===== config.mk =====
export PLATFORM = sky130hd
export DESIGN_NAME = nca_ctrl
export DESIGN_NICKNAME = d
export VERILOG_FILES = /design/src/nca_pkg.sv /design/src/nca_ctrl.sv
export SDC_FILE = /design/constraint.sdc
export NUM_CORES = 1
export LEC_CHECK = 0
export BUFFER_PORTS_ARGS = -buffer_cell sky130_fd_sc_hd__buf_2
export CAP_MARGIN = 20
export CORE_AREA = 2 2 39 41
export CTS_BUF_LIST = sky130_fd_sc_hd__clkbuf_8
export DETAILED_ROUTE_END_ITERATION = 8
export DIE_AREA = 0 0 41 43
export PLACE_DENSITY_LB_ADDON = 0.05
export SETUP_SLACK_MARGIN = 0.4
export SYNTH_ARGS = -nofsm -noshare
export SYNTH_HDL_FRONTEND = slang
export SYNTH_SLANG_ARGS = --single-unit

===== constraint.sdc =====
create_clock -name clk -period 1.6 [get_ports clk]
set_input_delay 0 -clock clk [delete_from_list [all_inputs] [get_ports clk]]
set_output_delay 0 -clock clk [all_outputs]
set_load 0.05 [all_outputs]

===== src/nca_pkg.sv =====
// shared types and constants for the nearest center assignment block
`default_nettype none

package nca_pkg;

  localparam int VALUE_W   = 16;
  localparam int CI_W      = 8;
  localparam int EI_W      = 6;
  localparam int DIM_CFG_W = 7;
  localparam int CNT_CFG_W = 9;
  localparam int CFG_W     = 9;
  localparam int CFG_IDX_W = 1;
  localparam int DIFF_W    = 17;
  localparam int SQ_W      = 34;
  localparam int ACC_W     = 39;
  localparam int OUT_W     = 38;

  localparam logic [ACC_W-1:0] ACC_MAX = {ACC_W{1'b1}};
  localparam logic [OUT_W-1:0] OUT_MAX = {OUT_W{1'b1}};

  localparam logic OP_LOAD  = 1'b0;
  localparam logic OP_FRAME = 1'b1;

  localparam logic [CFG_IDX_W-1:0] REG_DIM_IN_USE     = 1'b0;
  localparam logic [CFG_IDX_W-1:0] REG_CENTERS_IN_USE = 1'b1;

  typedef enum logic [1:0] {
    ST_IDLE,
    ST_SWEEP,
    ST_DRAIN,
    ST_EMIT
  } ctrl_state_t;

  typedef struct packed {
    logic table_write;
    logic start_frame;
    logic issue;
    logic load_out;
  } nca_cmd_t;

  typedef struct packed {
    logic frame_hit;
    logic frame_last;
    logic issue_last;
    logic pipe_empty;
    logic out_busy;
  } nca_status_t;

endpackage

`default_nettype wire


===== src/nca_ctrl.sv =====
// controller state machine: sequences request intake, center sweep and result hand-off
`default_nettype none

module nca_ctrl
  import nca_pkg::*;
(
  input  wire logic        clk,
  input  wire logic        rst_n,
  input  wire logic        in_valid,
  input  wire logic        in_opcode,
  output logic             in_ready,
  input  wire nca_status_t sts,
  output nca_cmd_t         cmd
);

  ctrl_state_t state_r, state_nxt;

  always_ff @(posedge clk) begin
    if (!rst_n) begin
      state_r <= ST_IDLE;
    end else begin
      state_r <= state_nxt;
    end
  end

  always_comb begin
    state_nxt = state_r;
    case (state_r)
      ST_IDLE: begin
        if (in_valid && in_opcode == OP_FRAME && sts.frame_hit) begin
          state_nxt = ST_SWEEP;
        end
      end
      ST_SWEEP: begin
        if (sts.issue_last) begin
          state_nxt = ST_DRAIN;
        end
      end
      ST_DRAIN: begin
        if (sts.pipe_empty) begin
          state_nxt = sts.frame_last ? ST_EMIT : ST_IDLE;
        end
      end
      ST_EMIT: begin
        if (!sts.out_busy) begin
          state_nxt = ST_IDLE;
        end
      end
      default: state_nxt = ST_IDLE;
    endcase
  end

  always_comb begin
    in_ready        = 1'b0;
    cmd             = '0;
    case (state_r)
      ST_IDLE: begin
        in_ready        = 1'b1;
        cmd.table_write = in_valid && in_opcode == OP_LOAD;
        cmd.start_frame = in_valid && in_opcode == OP_FRAME && sts.frame_hit;
      end
      ST_SWEEP: begin
        cmd.issue = 1'b1;
      end
      ST_DRAIN: begin
      end
      ST_EMIT: begin
        cmd.load_out = !sts.out_busy;
      end
      default: begin
      end
    endcase
  end

endmodule

`default_nettype wire


==> metrics.md, run 1 <==
| Metric | Value |
|---|---|
| Setup Viol. Count Final | 0 |
| Initial antenna violation count | 0 |
| Clock Sinks | 2 |
| Commonest cells after routing, fill and taps aside | buf_2, nand2_1, nor2_4, clkbuf_8, buf_4 |
| Worst-Margin Slew | 0.249 ns |
| TritonCTS Buffers | 3 |
| Max Freq | 0.863 GHz |
| Critical setup path kind | reg2reg |
| CTS tree | built |
| Clk Latency, worst-skew pair | 0.21 ns |
| Worst Hold Class | in2reg |
| Layout cells sized above 1 | 72.2% |
| Global-route wire length before repair | 765 um |
| Crit path DAT | 1.30 ns |
| Global route overflow | 0 |
| Cell Pwr Density | 924 mW/mm^2 |
| Biggest register | state_r |
| Synth area leaders | dfxtp_1, nand4b_4, mux4_2, nand2_1, nor2b_1 |
| Crit. End Element | flip-flop |
| CP max stage cell | mux4_2 |
| Status | complete, no violations |
| Seq/Total Area, Yosys | 24.1% |
| ANT cells | 0 |
| Warnings, synthesis | 0 |
| Routed WL | 462 um |
| Relative slew slack | 83.5% |
| Total design power | 307 uW |
| CP delay by family, top | multiplexers |
| Drc violations | 0 |
| RePlAce Congestion | 0.702 |
| Max FFs per register | 2 |
| CTS root buf | clkbuf_8 |
| All-Layer GR Usage | 7.11% |
| DR iter-0 viols | 1 |
| H-Tree Depth | 1 |
| Post-layout min period | 1.16 ns |
| Drt first pass iters | 3 |
| Clk_skew | 0.00249 ns |
| Most common cell after layout, fill and taps aside | buf_2 |
| Max-cap viol count | 0 |
| Vias per inst | 3.79 |
| Cell accounting for the most synthesized area | dfxtp_1 |
| Slew Limit Fails | 0 |
| Syn nets | 28 |
| Cell count after synthesis | 19 |
| Antenna-violating nets left | 0 |
| Clk buf depth | 2 |
| Via count | 197 |
| Startpoint Class | flip-flop |
| Fin nets | 47 |
| Die Width | 41 um |
| Die Y | 43 um |
| Yosys top cell area share | 24.1% |
| Cell variety after synth | 12 |
| Final TNS setup | 0 ns |
| Unrepaired setup endpoints after global routing | yes |
| Max incr delay on CP | 0.45 ns |
| Regs by FF count | state_r: 2 flops |
| FP Rows | 14 |
| Buffer and inverter count on the worst path | 0 |
| DR WL/cell | 8.88 um |
| Crit-path max FO | 6 |
| Starting Density | 12.0% |
| Hpwl dp | 377 um |
| Crit-path cells | nand4b_4, mux4_2, nor2b_1 |
| Worst endpoint required time | 1.74 ns |
| Die area | 0.00176 mm^2 |
| CORE AREA | 0.00138 mm^2 |
| Leakage Power | 0.176 nW |
| Hold Buf Count CTS | 0 |
| IR drop worst, VDD | 248 uV |
| Post-synthesis register bit count | 2 |
| Syn_area_per_cell | 8.76 um^2 |
| Largest net degree at the start of global routing | 8 |
| Io pins | 14 |
| Fin crit share | 72.4% |
| Final hold vios | 0 |
| Area Growth Syn to Fin | 100% |
| Port buffer count | 13 |
| Worst-path clk slew | 0.03 ns |
| Vias in the first global route | 196 |
| Mapped Area | 166 um^2 |
| Final Hold Slack | 0.0240 ns |
## path summary, 6_finish.rpt
kind,cells past startpoint,slack [ns],startpoint,to
setup / recovery,3,0.44,state_r[0],state_r[0]
hold / removal,2,0.02,rst_n,state_r[0]
setup reg to reg,3,0.44,state_r[0],state_r[0]
hold reg to reg,3,0.70,state_r[0],state_r[1]
## worst reg2reg max path, cell delays in order (launching register included)
cell,delay [ns]
dfxtp_4,0.35
nand4b_4,0.17
mux4_2,0.45
nor2b_1,0.11
## stage by stage
| stage | utilization, % | cells | worst slack, ns | cell area, um^2 |
|---|---|---|---|---|
| 6_report | 24.1 | 52 | 0.441 | 333 |
| 4_1_cts | 23.2 | 51 | 0.418 | 322 |
| 3_5_place_dp | 19.8 | 48 | 0.401 | 274 |
| 2_1_floorplan | - | 19 | 0.412 | 189 |
| 5_1_grt | 24.1 | 52 | 0.365 | 333 |
| 3_3_place_gp | 19.8 | 48 | 0.395 | 274 |
## final cells by class
cell class                 instances  area [um^2]
clock buffer                       3         41.3
multi-input combinational         16          145
fill                             155         1050
tap                               16         20.0
inverter                           1         3.75
sequential                         2         45.0
timing repair buffer              14         77.6
## logic make-up after synthesis
| group | Yosys count | share of synthesized area (%) |
|---|---|---|
| multiplexers | 1 | 13.5 |
| flip-flops | 2 | 24.1 |
| AND/OR/NAND/NOR | 13 | 51.9 |
| AO/OA/AOI/OAI | 2 | 8.27 |
| buffers and inverters | 1 | 2.25 |
## metal layers
metal  routed length (um)  track usage (%)  vias up
met3                   74             6.28        0
met2                  225             9.06       12
li1                     -                -      101
met1                  162             6.71       84
met4                    0             6.00        0
met5                    0                0        -
## power by group
group          switching (mW)  internal, mW
Clock                  0.0381         0.159
Combinational          0.0340        0.0235
Sequential            0.00225        0.0506
## synthesized netlist by cell type
| cell | number |
|---|---|
| nand2_1 | 4 |
| nand2b_1 | 1 |
| and3_2 | 1 |
| and4b_1 | 1 |
| dfxtp_1 | 2 |
| inv_1 | 1 |
| a21oi_1 | 1 |
| nor2_1 | 3 |
| a21o_2 | 1 |
| nand4b_4 | 1 |
| mux4_2 | 1 |
| nor2b_1 | 2 |
## timing repair
item	in CTS	in global routing
gates resized for setup	3	2
setup endpoints to repair	3	3
buffers inserted	0	1
No activity file was read; power rests on OpenSTA's default activity.
==> run 2, diff against run 1 <==
Settings changed: ABC_AREA set to 1.
Clock period 1.6 ns to 1.1 ns, I/O delays scaled along.
==> metrics.md, run 2 <==
| Metric | Value |
|---|---|
| Status | complete, no violations |
| Crit-path cells | nor2_4, clkinv_2, nor2_4, buf_6 |
| CP delay by family, top | flip-flops |
| Clk Latency, worst-skew pair | 0.21 ns |
| Global-route wire length before repair | 897 um |
| TritonCTS Buffers | 3 |
| R2R Path Start | state_r[1] |
| Drc violations | 0 |
| DR WL/cell | 8.74 um |
| Fin nets | 61 |
| Hpwl dp | 461 um |
| Area Growth Syn to Fin | 137% |
| H-Tree Depth | 1 |
| Via count | 261 |
| Port buffer count | 13 |
| Layout cells sized above 1 | 66.0% |
| Top Layer Used | met3 |
| Worst-Margin Slew | 0.185 ns |
| Layout Cells excl Fill | 66 |
| Global route overflow | 0 |
| Leakage Power | 0.198 nW |
| Relative slew slack | 87.7% |
| Setup Viol. Count Final | 0 |
| Cell variety after synth | 13 |
| Mapped Area | 173 um^2 |
| Die Width | 41 um |
| Die Y | 43 um |
| Unrepaired setup endpoints after global routing | yes |
| Warnings, synthesis | 0 |
| Crit path DAT | 1.06 ns |
| Yosys top cell area share | 23.2% |
| IR drop worst, VDD | 1080 uV |
| Main synth FF type | dfxtp_1 |
| Fin crit share | 96.5% |
| Critical setup path kind | reg2out |
| Worst-path clk slew | 0.03 ns |
| All-Layer GR Usage | 7.81% |
| Post-layout min period | 1.06 ns |
| EDFF count, synth | 0 |
| Drt first pass iters | 2 |
| Vias in the first global route | 245 |
| Cell accounting for the most synthesized area | dfxtp_1 |
| Seq/Total Area, Yosys | 23.2% |
| Initial antenna violation count | 0 |
| Antenna-violating nets left | 0 |
| Crit. End Element | primary output |
| ANT cells | 0 |
| Max Freq | 0.942 GHz |
| Clock Sinks | 2 |
| Clk buf depth | 2 |
| Hold Crit Start | rst_n |
| Hold Buf Count CTS | 0 |
| Largest net degree at the start of global routing | 7 |
| Routed WL | 577 um |
| Die area | 0.00176 mm^2 |
| WL met1 | 253 um |
| Post-DP Area | 295 um^2 |
| Slew Limit Fails | 0 |
| FP Rows | 14 |
| Synth area leaders | dfxtp_1, nand3_1, nand2_1, nor2_1, nand2_2 |
| Biggest register | state_r |
| Max FFs per register | 2 |
| Starting Density | 12.5% |
| Crit-path max FO | 4 |
| Syn_area_per_cell | 5.57 um^2 |
| CP most frequent cell | nor2_4 |
| Final Instance Area | 409 um^2 |
| Final hold vios | 0 |
| Post-synthesis register bit count | 2 |
| Dpl cells | 60 |
| CP max stage cell | dfxtp_4 |
| Max incr delay on CP | 0.35 ns |
| Most frequent cell after synthesis | nand3_1 |
| Io pins | 14 |
| Cell Pwr Density | 3150 mW/mm^2 |
| RePlAce Congestion | 0.747 |
| Critical Path Start | state_r[1] |
| Worst endpoint required time | 1.10 ns |
| Most common cell after layout, fill and taps aside | buf_2 |
| CTS tree | built |
| Clk_skew | 0.000278 ns |
| Worst Hold Class | in2reg |
| Regs by FF count | state_r: 2 flops |
| CORE AREA | 0.00138 mm^2 |
| Max-cap viol count | 0 |
| Buffer and inverter count on the worst path | 2 |
| Vias per inst | 3.95 |
| Routed wl met3 | 28 um |
| Post-synth ARST share | 0% |
| Top cells by count, synth | nand3_1, nand2_1, nor2_1 |
| CTS root buf | clkbuf_8 |
| Cell count after synthesis | 31 |
| DR iter-0 viols | 2 |
| Syn nets | 40 |
| Commonest cells after routing, fill and taps aside | buf_2, nand3_1, nand2_1, buf_6 |
| Metal2 WL | 295 um |
| Startpoint Class | flip-flop |
==> run 2: cell types whose count changed in the layout (fill, tap and decap cells not counted), sizes merged, moves of 2 or more <==
cell,before,now
nand2,4,7
buf,14,16
inv,1,4
nand3,0,6
nor2b,2,0
nor2,3,6
nor3,0,2
==> run 2: through the flow <==
| step | total power [mW] | hold slack [ns] | utilization (%) | setup WS (ns) | TNS (ns) |
|---|---|---|---|---|---|
| after floorplan | 0.662 | 0.0588 | - | -0.0137 | -0.0247 |
| after CTS | 1.30 | 0.0314 | 29.4 | 0.0240 | 0 |
| after detailed placement | 0.786 | 0.247 | 21.3 | 0.0734 | 0 |
| after global placement | 0.792 | 0.244 | 21.3 | 0.0528 | 0 |
| after global routing | 1.37 | 0.0339 | 29.6 | -0.00300 | -0.00300 |
| final | 1.29 | 0.0319 | 29.6 | 0.0383 | 0 |
==> run 2: power by group <==
group          leakage, nW  total, mW  switching (mW)  internal [mW]
sequential          0.0178      0.177          0.0550          0.122
clock               0.0216      0.283          0.0523          0.231
combinational        0.159      0.827           0.493          0.334
total                0.198       1.29           0.600          0.687
==> run 2: repair_timing <==
action,4_1_cts,5_1_grt
resized for setup,15,1
endpoints found under the setup margin,7,7
pin swaps,6,1
buffers inserted,3,0
endpoints found under the hold margin,0,0
==> run 2: area by class of cell <==
class / count / area, um^2
Inverter: 5 / 22.5
Timing Repair Buffer: 16 / 123
Sequential cell: 2 / 47.5
Clock buffer: 3 / 41.3
Multi-Input combinational cell: 24 / 155
Tap cell: 16 / 20.0
Fill cell: 158 / 975
==> run 2: kinds of logic (layout without fill, tap and decap cells) <==
kind of cell    count (synthesis)  count (layout)  synth area share (%)
compound gates                  2               2                  5.79
simple gates                   22              22                  60.2
buf+inv                         5              24                  10.9
flops                           2               2                  23.2
==> run 2: final timing paths <==
| path | cells after the start | to | slack [ns] |
|---|---|---|---|
| worst max-delay path | 4 | cmd[2] | 0.04 |
| worst min-delay path | 3 | state_r[0] | 0.03 |
| worst max register to register | 6 | state_r[0] | 0.10 |
| worst min register to register | 4 | state_r[0] | 0.65 |
==> run 2: layer usage <==
layer	up-vias	track usage, %
li1	138	-
met1	116	8.60
met2	7	11.3
met3	0	4.71
met4	0	4.00
met5	-	0
==> run 2: tightest hold or removal path, stage by stage <==
cell	delay, ns
buf_2	0.10
nand2_1	0.06
nor2_1	0.04
